$ cat src/rtl/nsrc_pkg.sv
// Package for the nearest sample rate converter.
// Holds the controller state type, the register indexes and the
// command/status structs shared by the controller and the datapath.
package nsrc_pkg;

  // Register indexes on the configuration port.
  localparam logic [1:0] RegStepIncrement = 2'd0;
  localparam logic [1:0] RegSampleWidth   = 2'd1;
  localparam logic [1:0] RegOutputTotal   = 2'd2;

  localparam int unsigned CfgIndexW = 2;
  localparam int unsigned CfgDataW  = 24;
  localparam int unsigned StepW     = 12;
  localparam int unsigned CountW    = 24;
  localparam int unsigned PosW      = 32;
  localparam int unsigned SampleW   = 16;
  localparam int unsigned OffsetW   = 10;

  // At most this many outputs come from one input.
  localparam int unsigned MaxRun  = 64;
  localparam int unsigned RunCntW = 6;

  localparam logic [StepW-1:0] StepReset = 12'd256;

  typedef enum logic [1:0] {
    StIdle = 2'b01,
    StRun  = 2'b10
  } state_e;

  // Commands from the controller to the datapath.
  typedef struct packed {
    logic accept;  // latch an input item
    logic emit;    // produce one output and advance the position
    logic finish;  // the current input is done; advance the input index
  } cmd_t;

  // Status from the datapath to the controller.
  typedef struct packed {
    logic run_ok;    // the current input is repeated at least once more
    logic run_last;  // the output about to be made is the last for this input
    logic out_free;  // the output register can take a new result
  } sts_t;

endpackage

$ cat src/rtl/nsrc_ctrl.sv
// Controller state machine of the nearest sample rate converter.
// Depends on nsrc_pkg for the state type and the command/status structs.
module nsrc_ctrl (
  input  logic          clk_i,
  input  logic          rst_ni,
  input  logic          in_valid_i,
  output logic          in_stall_o,
  input  nsrc_pkg::sts_t sts_i,
  output nsrc_pkg::cmd_t cmd_o
);

  nsrc_pkg::state_e state_q, state_d;

  always_comb begin
    state_d       = state_q;
    cmd_o         = '0;
    in_stall_o    = 1'b1;
    unique case (state_q)
      nsrc_pkg::StIdle: begin
        in_stall_o = 1'b0;
        if (in_valid_i) begin
          cmd_o.accept = 1'b1;
          state_d      = nsrc_pkg::StRun;
        end
      end
      nsrc_pkg::StRun: begin
        if (!sts_i.run_ok) begin
          cmd_o.finish = 1'b1;
          state_d      = nsrc_pkg::StIdle;
        end else if (sts_i.out_free) begin
          cmd_o.emit = 1'b1;
          if (sts_i.run_last) begin
            cmd_o.finish = 1'b1;
            state_d      = nsrc_pkg::StIdle;
          end
        end
      end
      default: begin
        state_d = nsrc_pkg::StIdle;
      end
    endcase
  end

  always_ff @(posedge clk_i or negedge rst_ni) begin
    if (!rst_ni) begin
      state_q <= nsrc_pkg::StIdle;
    end else begin
      state_q <= state_d;
    end
  end

endmodule

$ cat src/rtl/nsrc_datapath.sv
// Datapath of the nearest sample rate converter: configuration registers,
// read position, counters, chunk counter and the output register.
// Depends on nsrc_pkg for widths, register indexes and command/status structs.
module nsrc_datapath #(
  parameter int unsigned CHUNK_SIZE = 1024
) (
  input  logic                                clk_i,
  input  logic                                rst_ni,
  input  logic                                cfg_we_i,
  input  logic [nsrc_pkg::CfgIndexW-1:0]      cfg_index_i,
  input  logic [nsrc_pkg::CfgDataW-1:0]       cfg_data_i,
  input  logic [nsrc_pkg::SampleW-1:0]        sample_raw_i,
  input  logic                                start_of_sound_i,
  input  nsrc_pkg::cmd_t                      cmd_i,
  output nsrc_pkg::sts_t                      sts_o,
  output logic                                out_valid_o,
  input  logic                                out_stall_i,
  output logic signed [nsrc_pkg::SampleW-1:0] sample_out_o,
  output logic                                chunk_start_o,
  output logic [nsrc_pkg::OffsetW-1:0]        chunk_offset_o,
  output logic                                run_last_o,
  output logic                                sound_done_o
);

  localparam int unsigned ChunkW = (CHUNK_SIZE > 2) ? $clog2(CHUNK_SIZE) : 1;
  localparam logic [ChunkW-1:0] ChunkLast = ChunkW'(CHUNK_SIZE - 1);

  logic [nsrc_pkg::StepW-1:0]   step_q;
  logic                         width_q;
  logic [nsrc_pkg::CountW-1:0]  total_q;

  logic [nsrc_pkg::PosW-1:0]    pos_q;
  logic [nsrc_pkg::CountW-1:0]  idx_q;
  logic [nsrc_pkg::CountW-1:0]  emitted_q;
  logic [ChunkW-1:0]            chunk_q;
  logic [nsrc_pkg::RunCntW-1:0] run_q;
  logic [nsrc_pkg::SampleW-1:0] sample_q;

  logic                         out_valid_q;
  logic [nsrc_pkg::SampleW-1:0] out_sample_q;
  logic                         out_start_q;
  logic [nsrc_pkg::OffsetW-1:0] out_offset_q;
  logic                         out_last_q;
  logic                         out_done_q;

  logic [nsrc_pkg::PosW-1:0]    pos_next;
  logic [nsrc_pkg::CountW-1:0]  emitted_next;
  logic [31:0]                  chunk_wide;
  logic [nsrc_pkg::SampleW-1:0] sample_conv;

  assign pos_next     = pos_q + nsrc_pkg::PosW'(step_q);
  assign emitted_next = emitted_q + nsrc_pkg::CountW'(1);
  assign chunk_wide   = 32'(chunk_q);

  // Unsigned bytes are recentred by flipping the top bit and moved to the top byte.
  assign sample_conv = width_q ? sample_raw_i : {sample_raw_i[7:0] ^ 8'h80, 8'h00};

  // The run continues while the position's integer part points at this input and outputs remain,
  // so the last output is known from the position after this step, the run cap or the total.
  assign sts_o.run_ok   = (pos_q[nsrc_pkg::PosW-1:8] == idx_q) && (emitted_q < total_q);
  assign sts_o.run_last = (run_q == nsrc_pkg::RunCntW'(nsrc_pkg::MaxRun - 1)) ||
                          !(emitted_next < total_q) ||
                          (pos_next[nsrc_pkg::PosW-1:8] != idx_q);
  assign sts_o.out_free = !out_valid_q || !out_stall_i;

  always_ff @(posedge clk_i or negedge rst_ni) begin
    if (!rst_ni) begin
      step_q  <= nsrc_pkg::StepReset;
      width_q <= 1'b1;
      total_q <= '0;
    end else if (cfg_we_i) begin
      case (cfg_index_i)
        nsrc_pkg::RegStepIncrement: step_q  <= cfg_data_i[nsrc_pkg::StepW-1:0];
        nsrc_pkg::RegSampleWidth:   width_q <= cfg_data_i[0];
        nsrc_pkg::RegOutputTotal:   total_q <= cfg_data_i;
        default: ;
      endcase
    end
  end

  always_ff @(posedge clk_i or negedge rst_ni) begin
    if (!rst_ni) begin
      pos_q     <= '0;
      idx_q     <= '0;
      emitted_q <= '0;
      chunk_q   <= '0;
      run_q     <= '0;
    end else begin
      if (cmd_i.accept) begin
        run_q <= '0;
        if (start_of_sound_i) begin
          pos_q     <= '0;
          idx_q     <= '0;
          emitted_q <= '0;
          chunk_q   <= '0;
        end
      end
      if (cmd_i.emit) begin
        pos_q     <= pos_next;
        emitted_q <= emitted_next;
        run_q     <= run_q + nsrc_pkg::RunCntW'(1);
        chunk_q   <= (chunk_q == ChunkLast) ? '0 : chunk_q + ChunkW'(1);
      end
      if (cmd_i.finish) begin
        idx_q <= idx_q + nsrc_pkg::CountW'(1);
      end
    end
  end

  always_ff @(posedge clk_i) begin
    if (cmd_i.accept) begin
      sample_q <= sample_conv;
    end
  end

  always_ff @(posedge clk_i or negedge rst_ni) begin
    if (!rst_ni) begin
      out_valid_q <= 1'b0;
    end else if (cmd_i.emit) begin
      out_valid_q <= 1'b1;
    end else if (!out_stall_i) begin
      out_valid_q <= 1'b0;
    end
  end

  always_ff @(posedge clk_i) begin
    if (cmd_i.emit) begin
      out_sample_q <= sample_q;
      out_start_q  <= (chunk_q == '0);
      out_offset_q <= chunk_wide[nsrc_pkg::OffsetW-1:0];
      out_last_q   <= sts_o.run_last;
      out_done_q   <= (emitted_next == total_q);
    end
  end

  assign out_valid_o    = out_valid_q;
  assign sample_out_o   = out_sample_q;
  assign chunk_start_o  = out_start_q;
  assign chunk_offset_o = out_offset_q;
  assign run_last_o     = out_last_q;
  assign sound_done_o   = out_done_q;

endmodule

$ cat src/rtl/nearest_sample_rate_converter_unit.sv
// Top level of the nearest sample rate converter.
// Instantiates nsrc_ctrl and nsrc_datapath; uses nsrc_pkg for shared types.
//
//   channel   direction  handshake                payload
//   in        sink       in_valid_i / in_stall_o   sample_raw_i, start_of_sound_i
//   out       source     out_valid_o / out_stall_i sample_out_o, chunk_start_o,
//                                                  chunk_offset_o, run_last_o,
//                                                  sound_done_o
//   cfg       sink       cfg_we_i                  cfg_index_i, cfg_data_i
//
// An input is accepted in the idle state and then emits each output it causes in the run state,
// or, when it causes none, just finishes there; no new input is taken until then.
// The controller makes one output per cycle while the output register is free.
// A stalled output holds the emit loop until the output register frees up.
// Reset is asynchronous and active low and restores the register defaults.
module nearest_sample_rate_converter_unit #(
  parameter int unsigned CHUNK_SIZE = 1024
) (
  input  logic                                clk_i,
  input  logic                                rst_ni,
  input  logic                                cfg_we_i,
  input  logic [nsrc_pkg::CfgIndexW-1:0]      cfg_index_i,
  input  logic [nsrc_pkg::CfgDataW-1:0]       cfg_data_i,
  input  logic                                in_valid_i,
  output logic                                in_stall_o,
  input  logic [nsrc_pkg::SampleW-1:0]        sample_raw_i,
  input  logic                                start_of_sound_i,
  output logic                                out_valid_o,
  input  logic                                out_stall_i,
  output logic signed [nsrc_pkg::SampleW-1:0] sample_out_o,
  output logic                                chunk_start_o,
  output logic [nsrc_pkg::OffsetW-1:0]        chunk_offset_o,
  output logic                                run_last_o,
  output logic                                sound_done_o
);

  nsrc_pkg::cmd_t cmd;
  nsrc_pkg::sts_t sts;

  nsrc_ctrl u_ctrl (
    .clk_i      (clk_i),
    .rst_ni     (rst_ni),
    .in_valid_i (in_valid_i),
    .in_stall_o (in_stall_o),
    .sts_i      (sts),
    .cmd_o      (cmd)
  );

  nsrc_datapath #(
    .CHUNK_SIZE (CHUNK_SIZE)
  ) u_datapath (
    .clk_i            (clk_i),
    .rst_ni           (rst_ni),
    .cfg_we_i         (cfg_we_i),
    .cfg_index_i      (cfg_index_i),
    .cfg_data_i       (cfg_data_i),
    .sample_raw_i     (sample_raw_i),
    .start_of_sound_i (start_of_sound_i),
    .cmd_i            (cmd),
    .sts_o            (sts),
    .out_valid_o      (out_valid_o),
    .out_stall_i      (out_stall_i),
    .sample_out_o     (sample_out_o),
    .chunk_start_o    (chunk_start_o),
    .chunk_offset_o   (chunk_offset_o),
    .run_last_o       (run_last_o),
    .sound_done_o     (sound_done_o)
  );

endmodule

$ cat config.mk
export PLATFORM = sky130hd
export DESIGN_NAME = nearest_sample_rate_converter_unit
export DESIGN_NICKNAME = d
export VERILOG_FILES = /design/src/rtl/nsrc_pkg.sv /design/src/rtl/nsrc_ctrl.sv /design/src/rtl/nsrc_datapath.sv /design/src/rtl/nearest_sample_rate_converter_unit.sv
export SDC_FILE = /design/constraint.sdc
export NUM_CORES = 1
export LEC_CHECK = 0
export BUFFER_PORTS_ARGS = -buffer_cell sky130_fd_sc_hd__buf_2
export CAP_MARGIN = 20
export CORE_ASPECT_RATIO = 0.8
export CORE_UTILIZATION = 45
export CTS_CLUSTER_DIAMETER = 40
export DETAILED_ROUTE_END_ITERATION = 12
export PLACE_DENSITY = 0.7
export SETUP_SLACK_MARGIN = 0.4
export SKIP_CTS_REPAIR_TIMING = 1
export SLEW_MARGIN = 10
export SYNTH_ARGS = -nofsm -noshare
export SYNTH_HDL_FRONTEND = slang
export SYNTH_SLANG_ARGS = --single-unit
$ cat constraint.sdc
create_clock -name clk_i -period 4.11 [get_ports clk_i]
set_input_delay 0.6165 -clock clk_i [delete_from_list [all_inputs] [get_ports clk_i]]
set_output_delay 0.6165 -clock clk_i [all_outputs]
set_load 0.05 [all_outputs]
-- Word level (Yosys, flattened, before mapping)
Index checks and enable logic that the tools add are counted.
- bits in registers: 181
- input bits: 48
- output and inout port bits: 31
- logic and storage cells: 86
- add/subtract/negate cells: 5
- $lt $le $gt $ge: 2
- equal/unequal tests: 13
- muxes and demuxes: 29
- bitwise operators: 1
- reduce and logical (&&, ||, !) cells: 19
- operators by type and width (cell ; count):
    $mux 24 ; 4
    $mux 32 ; 3
    $add 24x1->24 const B ; 2
    $eq 24x24->1 ; 2
    $lt 24x24->1 ; 2
    $mux 10 ; 4
    $add 32x12->32 ; 1
    $ne 24x24->1 ; 1
    $mux 16 ; 1
    $mux 2 ; 6
    $mux 6 ; 2
    $add 10x1->10 const B ; 1
    $eq 10x10->1 const B ; 1
    $logic_not 10->1 ; 1
    $reduce_and 2->1 ; 5
    $mux 1 ; 8
    $reduce_bool 2->1 ; 4
    $add 6x1->6 const B ; 1
    $eq 6x6->1 const B ; 1
    $ne 3x3->1 const B ; 2
    $eq 2x1->1 const B ; 2
    $eq 2x2->1 const B ; 2
    $pmux 2 s2 ; 1
    $logic_not 1->1 ; 3
    7 further kinds ; 9

-- Logic depth before layout (Yosys ltp)
Gate-level depths: netlist of the first run.
- depth in word-level cells: 11
- mapped depth: 18
- mapped depth without buffers: 17

-- By module
A second synthesis of the first run with hierarchy kept.
- cells, all modules: 957
- area, all modules: 10103.4 µm²
- modules (own cells, without submodules) (module ; times used ; cells each ; area an instance (µm²) ; seq. area each (µm²)):
    nsrc_datapath ; 1 ; 947 ; 9992.1 ; 4707.0
    nsrc_ctrl ; 1 ; 10 ; 111.4 ; 51.3

-- Worst setup path before layout of the first run
No wires, ideal clock.
- kind: reg2reg
- start: reg u_datapath.emitted_q[0] in the netlist's numbering
- end: reg u_datapath.idx_q[6] in the netlist's numbering
- setup time: 124 ps
- arrival: 4120 ps
- required time: 3986 ps
- path slack: -134 ps
- cell stages (with the launch flop): 19
- buffers on the path: 1
- period minus slack after synthesis: 4244 ps
- cell sequence: dfrtp_1 ha_1 nand3_1 or2_2 nor3_1 and3_1 xor2_1 ha_1 a21oi_1 nand2_1 a2111oi_0 o211ai_1 a2111oi_0 nand4_1 and4b_1 a31oi_4 buf_6 nor3b_1 a211o_1
- longest elaborated chain between the ends: 11
- elaborated cells between the ends (all ways): 15
- those cells by class: add/sub: 1; order compare: 2; mux: 5; reduce/logical: 7
- ends and longest elaborated chain (item ; line ; source):
    from (decl) ; nsrc_datapath.sv:34 ; logic [nsrc_pkg::CountW-1:0] emitted_q;
    from (signal assigned) ; nsrc_datapath.sv:100 ; emitted_q <= emitted_next;
    $add 24x1->24 ; nsrc_datapath.sv:52 ; assign emitted_next = emitted_q + nsrc_pkg::CountW'(1);
    $lt 24x24->1 ; nsrc_datapath.sv:62 ; !(emitted_next < total_q) ||
    $logic_not 1->1 ; nsrc_datapath.sv:62 ;
    $logic_or 1x1->1 ; nsrc_datapath.sv:61 ; assign sts_o.run_last = (run_q == nsrc_pkg::RunCntW'(nsrc_pkg::MaxRun - 1)) ||
    $logic_or 1x1->1 ; nsrc_datapath.sv:62 ;
    $mux 1 ; nsrc_ctrl.sv:32 ; if (sts_i.run_last) begin
    $mux 2 ; nsrc_ctrl.sv:30 ; end else if (sts_i.out_free) begin
    $mux 1 * ; nsrc_ctrl.sv:27 ; if (!sts_i.run_ok) begin
    $mux 2 * ; nsrc_ctrl.sv:18 ; unique case (state_q)
    $reduce_bool 2->1 (no source line) ; - ;
    $reduce_and 2->1 (no source line) ; - ;
    to (signal assigned) ; nsrc_datapath.sv:105 ; idx_q <= idx_q + nsrc_pkg::CountW'(1);
    to (decl) ; nsrc_datapath.sv:33 ; logic [nsrc_pkg::CountW-1:0] idx_q;
Every way passes the cells marked *; elsewhere a longest branch is shown, timed or not.
A chain may end at the register's enable or synchronous reset.

-- Final worst setup path of the first run
- start: reg u_datapath.emitted_q[1] in the netlist's numbering
- end: reg u_datapath.idx_q[9] in the netlist's numbering
The elaborated chain is that of the path after synthesis.

==> summary.md, run 1 <==
| Metric | Value |
|---|---|
| Status | finished, violations left |
| Failing checks | negative setup slack |
| Multiplexer share of the synthesized area | 0.0546 |
| Async set-reset flop share out of synthesis | 0.751 |
| FF-to-FF setup slack | -120 ps |
| Unrepaired setup endpoints after global routing | yes |
| Xor/xnor cell area share of the yosys netlist | 0.0560 |
| Yosys warns | 0 |
| Post-synthesis compound-gate area fraction | 0.154 |
| Clock buffer depth | 2 |
| Post-synth cell types | 76 |
| Req. time, crit path | 4430 ps |
| Critical Path Sink Type | register |
| Most frequent cells in the layout | dfrtp_1 (133), nand2_1 (98), o21ai_0 (78) |
| Fraction of layout cells with a size suffix above 1 | 0.237 |
| Worst Setup Start Kind | register |
| Worst R2R Path Depth | 21 |
| DR vias | 9,136 |
| Port bufs | 78 |
| HPWL Detailed | 20.4 mm |
| Yosys top cell area share | 0.304 |
| Initial drt markers | 733 |
| Mapped Area | 0.0109 mm^2 |
| Diode count | 0 |
| Die Y | 141 um |
| Ports | 79 |
| Area contributors post-synth | dfrtp_1 (30%), edfxtp_1 (12%), ha_1 (7.4%) |
| MaxCap Viol Count | 0 |
| Post-DRT Antenna Nets | 0 |
| Max IR drop VDD | 0.325 mV |
| Worst EP arrival | 4550 ps |
| Leading area contributor after synthesis | dfrtp_1 |
| Clock Skew | 14.5 ps |
| Die ar. | between 0.02 and 0.025 mm^2 |
| Final setup viols | 10 |
| Number of global-route vias before repair | 8,530 |
| Global-route wire length before repair | 45.4 mm |
| Final WS setup | -118 ps |
| Tot GR Track Use | 0.233 |
| Max incr delay on CP | 390 ps |
| H-Tree Depth | 4 |
| Vias per inst | about 5.8 |
| Register area share after synthesis | 0.435 |
| Largest net degree at the start of global routing | approximately 100 |
| Mapped Nets | 1,236 |
| CTS tree | done |
| Routability-driven placement congestion ratio | approximately 0.96 |
| Largest fanout on the critical path | 8 |
| Clock Latency Late Sink | 450 ps |
| PwrDens | 447 mW/mm^2 |
| Clk pin slew, worst setup/hold paths | roughly 70 ps |
| Yosys reg bits | 181 |
| Syn Inst Count | roughly 1,100 |
| Row Count | 50 |
| Total core area | roughly 0.024 mm^2 |
| WL/cell | 18.4 um |
| Initial antenna violation count | 0 |
| P&R area growth vs syn | 19.4% |
| Die Span X | 176 um |
| Finished Core Util | 0.552 |
| Worst Max-Slew Pin Slew | 1040 ps |
| Synthesized-area fraction occupied by adder cells | 0.0761 |
| Pre-antenna DRT Iters | 7 |
| Worst hold-check path type | input pin to asynchronous set/reset pin |
| Worst path most repeated cell | buf_4 |
| Post-synth top flop | dfrtp_1 |
| Synth Area in Simple Gates | 0.184 |
| Tmin final | 4230 ps |
| Commonest non-fill, non-tap cell in the layout | dfrtp_1 |
| Final Hold Fails | 0 |
| Largest family of logic cells by synthesized area | simple AND/OR/NAND/NOR gates |
| Post-synth EDFFs | 45 |
| Root Driver | clkbuf_16 |
| Worst reg2reg startpoint | u_datapath.emitted_q[1]$_DFFE_PN0P_ |
| Placed cell area | 0.0121 mm^2 |
| Slew margin rel. | 0.304 |
| FF-to-FF End | u_datapath.idx_q[9]$_DFFE_PN0P_ |
| Post-route cell area | 0.0131 mm^2 |
| CP cell instances | ha_2 > nand3_2 > or2_4 > nor3_4 > buf_6 > buf_6 > xor2_2 > ha_1 > buf_4 > nand2_1 > nor2_1 > a211oi_1 > o221ai_2 > a2111oi_4 > buf_4 > nand4_1 > and4b_2 > a31oi_4 > buf_4 > clkbuf_16 > a221o_1 |
| Drt total wl | 28.9 mm |
| Syn_area_per_cell | 9.75 um^2 |
| Initial Util | 0.463 |
| Leak | a little over 6 nW |
| Final worst-path cycle share | 1.03 |
| # DRC | 0 |
| Total global routing overflow | 0 |
| CP Class | register to register |
| CP max-delay cell | dfrtp_1 |
| TritonCTS Buffers | 17 |
| Slew Limit Fails | 0 |
| Maximum clock rate | ~0.24 GHz |
| Clock sinks | approximately 180 |
| Final nets | 1,362 |
## flip-flops by register name (all words and copies together) (netlist names)
register	flops
u_datapath.chunk_start_o	1
u_datapath.sample_out_o	16
u_datapath.out_valid_o	1
u_datapath.sample_q	16
u_datapath.run_last_o	1
u_datapath.sound_done_o	1
u_datapath.width_q	1
u_datapath.chunk_offset_o	10
u_datapath.pos_q	32
u_datapath.idx_q	24
u_ctrl.state_q	2
u_datapath.run_q	6
u_datapath.emitted_q	24
u_datapath.total_q	24
u_datapath.step_q	12
u_datapath.chunk_q	10
## stage by stage
step / setup slack, ps / instances / hold slack, ps / setup TNS [ps] / power [mW]
3_3_place_gp: -172 / 1525 / 401 / -3110 / 4.01
6_report: -118 / 1573 / 286 / -794 / 5.83
2_1_floorplan: 213 / 1122 / 321 / 0 / 3.46
5_1_grt: -325 / 1573 / 385 / -5090 / 6.12
3_5_place_dp: -180 / 1525 / 406 / -2770 / 4.07
4_1_cts: -240 / 1557 / 353 / -3850 / 5.77
## final cells by class
type	instances	area, um^2
clock buffer	17	425
clock inverter	15	193
fill	2065	10600
inverter	51	191
multi-input combinational	834	5970
sequential	181	4760
tap	312	390
timing repair buffer	163	1130
## worst max path at each step
stage                                         from                               end  slack (ps)  cells after the start
3_3_place_gp   u_datapath.emitted_q[0]$_DFFE_PN0P_  u_datapath.idx_q[23]$_DFFE_PN0P_        -170                     18
2_1_floorplan  u_datapath.emitted_q[6]$_DFFE_PN0P_   u_datapath.idx_q[6]$_DFFE_PN0P_         210                     16
5_1_grt        u_datapath.emitted_q[1]$_DFFE_PN0P_   u_datapath.idx_q[9]$_DFFE_PN0P_        -330                     21
4_1_cts        u_datapath.emitted_q[0]$_DFFE_PN0P_   u_datapath.idx_q[3]$_DFFE_PN0P_        -240                     18
6_report       u_datapath.emitted_q[1]$_DFFE_PN0P_   u_datapath.idx_q[9]$_DFFE_PN0P_        -120                     21
3_5_place_dp   u_datapath.emitted_q[0]$_DFFE_PN0P_   u_datapath.idx_q[3]$_DFFE_PN0P_        -180                     18
## report_power, final
part | leakage, nW | total (mW) | internal [mW] | switching (mW)
combinational | 3.66 | 1.92 | 0.755 | 1.16
clock | 0.291 | 1.68 | 0.873 | 0.810
sequential | 2.22 | 2.23 | 2.08 | 0.152
## per-layer routing
| metal | wire (um) | vias to the layer above | share of wire | track usage |
|---|---|---|---|---|
| li1 | - | 4331 | - | - |
| met1 | 13700 | 4437 | 0.47 | 0.342 |
| met2 | 12800 | 331 | 0.44 | 0.351 |
| met3 | 1930 | 37 | 0.067 | 0.0450 |
| met4 | 435 | 0 | 0.015 | 0.0567 |
| met5 | 0 | - | 0 | 0 |
## critical path: cells and delay by family (launching register included)
family	cells	cell delay, ps
compound gates	5	1160
xor+xnor	1	170
fa+ha+maj	2	480
buf+inv	6	850
flops	1	390
simple gates	7	1070
## synth_stat cells, drive strengths merged, types with 3 or more instances
library cell,number
a21o,32
o21ai,92
xnor2,30
nor2b,14
or2,8
xor2,40
dfrtp,133
nor4,12
edfxtp,45
nand2,99
inv,51
buf,21
nor3b,3
a2111oi,9
ha,65
and4,6
a211o,5
or3,4
a211oi,10
clkbuf,35
a21oi,42
o211ai,4
mux2,46
o31ai,8
dfstp,3
nand4,21
o21a,8
mux2i,8
nor3,17
and3,43
o2111ai,5
nand3b,6
a221o,6
nor4b,4
a31oi,11
nor2,65
nand3,56
and2,18
o41ai,3
a22o,5
nand2b,6
## cell families after synthesis
group,Yosys count
AO/OA/AOI/OAI,254
XOR/XNOR,70
adder cells (fa/ha/maj),66
buffers and inverters,107
flip-flops,181
multiplexers,54
AND/OR/NAND/NOR,390
No activity file was read; power rests on OpenSTA's default activity.
==> run 2: changes to the inputs <==
Settings changed: PLACE_DENSITY 0.7 to default, PLACE_DENSITY_LB_ADDON from default to 0.08.
==> summary.md, run 2 (synthesis gave the netlist of run 1 again) <==
| Metric | Value |
|---|---|
| Status | finished, violations left |
| Failing checks | negative setup slack |
| FF-to-FF setup slack | -150 ps |
| Slew margin rel. | 0.422 |
| Commonest non-fill, non-tap cell in the layout | dfrtp_1 |
| Worst hold-check path type | input pin to asynchronous set/reset pin |
| HPWL Detailed | about 21 mm |
| Diode count | 0 |
| P&R area growth vs syn | 19.7% |
| Maximum clock rate | 0.235 GHz |
| Port bufs | 78 |
| Clock Power Share | 0.304 |
| Final WS setup | -151 ps |
| Leak | 6.19 nW |
| Die Span X | 176 um |
| Clock Latency Late Sink | roughly 450 ps |
| Drt total wl | around 29 mm |
| Total global routing overflow | 0 |
| CTS tree | done |
| WL/cell | 18.4 um |
| Initial drt markers | just over 700 |
| Initial Util | 0.463 |
| PwrDens | 452 mW/mm^2 |
| CP Class | register to register |
| Comb power frac | 0.319 |
| Ports | 79 |
| Unrepaired setup endpoints after global routing | yes |
| Worst R2R Path Depth | 19 |
| Final setup viols | 19 |
| Switch Pwr | 2.12 mW |
| TritonCTS Buffers | 17 |
| Fraction of layout cells with a size suffix above 1 | 0.244 |
| Clk pin slew, worst setup/hold paths | 80 ps |
| Number of global-route vias before repair | 8,400 |
| Worst Setup Start Kind | register |
| Max IR drop VDD | 0.283 mV |
| Worst EP arrival | 4590 ps |
| Worst Max-Slew Pin Slew | 867 ps |
| Switch share | 0.358 |
| Largest fanout on the critical path | 7 |
| Tmin final | approximately 4300 ps |
| Row Count | 50 |
| # DRC | 0 |
| Clock Skew | between 15 and 20 ps |
| Req. time, crit path | roughly 4400 ps |
| Global-route wire length before repair | 46.1 mm |
| Biggest register | u_datapath.pos_q |
| Vias per inst | between 5 and 6 |
| Final Hold Fails | 0 |
| Pre-antenna DRT Iters | 5 |
| Largest net degree at the start of global routing | 91 |
| Final hold slack | 237 ps |
| Cell Int Power | ~3.8 mW |
| Die Y | 141 um |
| Final worst-path cycle share | 1.04 |
| Routability-driven placement congestion ratio | 0.926 |
| DR vias | 8,924 |
| Clock buffer depth | 2 |
| Root Driver | clkbuf_16 |
| Die ar. | about 0.025 mm^2 |
| MaxCap Viol Count | 0 |
| Sequential power share | 0.377 |
| H-Tree Depth | 4 |
| Post-DRT Antenna Nets | 0 |
| Critical Path Sink Type | register |
| Final nets | between 1,000 and 1,500 |
| Clock sinks | approximately 180 |
| Largest register FFs | 32 |
| Tot GR Track Use | 0.238 |
| Initial antenna violation count | 0 |
| Most frequent cells in the layout | dfrtp_1 (133), nand2_1 (97), buf_4 (78) |
| Slew Limit Fails | 0 |
| TNS Setup | -1770 ps |
| Total core area | 0.0236 mm^2 |
[run 2: changes by cell type in the layout (fill, tap and decap cells not counted), moves of 3 or more]
cell / delta
o21ai_0: -6
buf_12: -4
clkinv_8: -4
o21ai_2: +4
a2111oi_2: +3
buf_4: +3
[run 2: critical path: stages (launching register included)]
cell,delay [ps]
dfrtp_1,410
ha_2,220
nand3_2,90
or2_4,300
nor3_4,190
and3_4,230
xor2_4,180
ha_4,230
a21oi_2,130
nand2_2,70
a2111oi_4,270
o211ai_1,150
a2111oi_2,290
buf_4,170
nand4_1,60
and4b_2,340
a31oi_4,190
buf_12,200
and3_4,150
a221o_1,260
[run 2: layer usage]
layer,up-vias,global-route usage,routed length (um)
met2,220,0.347,12400
li1,4336,-,-
met5,-,0,0
met4,0,0.0431,266
met1,4350,0.367,14900
met3,18,0.0415,1410
[run 2: power by group through the flow]
stage	registers, mW	clock network [mW]	logic [mW]
2_1_floorplan	2.33	0	1.13
3_3_place_gp	2.26	0	1.79
3_5_place_dp	2.27	0	1.79
4_1_cts	2.23	1.84	1.81
5_1_grt	2.26	1.91	2.07
6_report	2.23	1.80	1.89
[run 2: per-stage QoR]
step	area, um^2	power, mW	setup slack (ps)	util	cells
2_1_floorplan	11000	3.46	213	-	1122
6_report	13100	5.92	-151	0.554	1574
3_3_place_gp	12100	4.04	-111	0.513	1533
5_1_grt	13100	6.24	-397	0.554	1574
4_1_cts	12800	5.88	-257	0.541	1565
3_5_place_dp	12100	4.06	-208	0.513	1533
[run 2: worst paths after layout]
path                                                            from                                   end
worst max-delay path             u_datapath.emitted_q[0]$_DFFE_PN0P_      u_datapath.idx_q[22]$_DFFE_PN0P_
worst min-delay path                                          rst_ni    u_datapath.total_q[14]$_DFFE_PN0P_
worst max register to register   u_datapath.emitted_q[0]$_DFFE_PN0P_      u_datapath.idx_q[22]$_DFFE_PN0P_
worst min register to register  u_datapath.sample_q[7]$_SDFFCE_PN0P_  u_datapath.sample_out_o[7]$_DFFE_PP_
max in group asynchronous                                     rst_ni      u_datapath.step_q[8]$_DFFE_PN1P_
min in group clk_i                                    cfg_data_i[12]    u_datapath.total_q[12]$_DFFE_PN0P_
[run 2: cell type report]
type / instances / area, um^2
fill: 2129 / 10600
multi-input combinational: 835 / 6000
sequential: 181 / 4760
timing repair buffer: 163 / 1110
clock buffer: 18 / 439
tap: 312 / 390
clock inverter: 14 / 206
inverter: 51 / 191
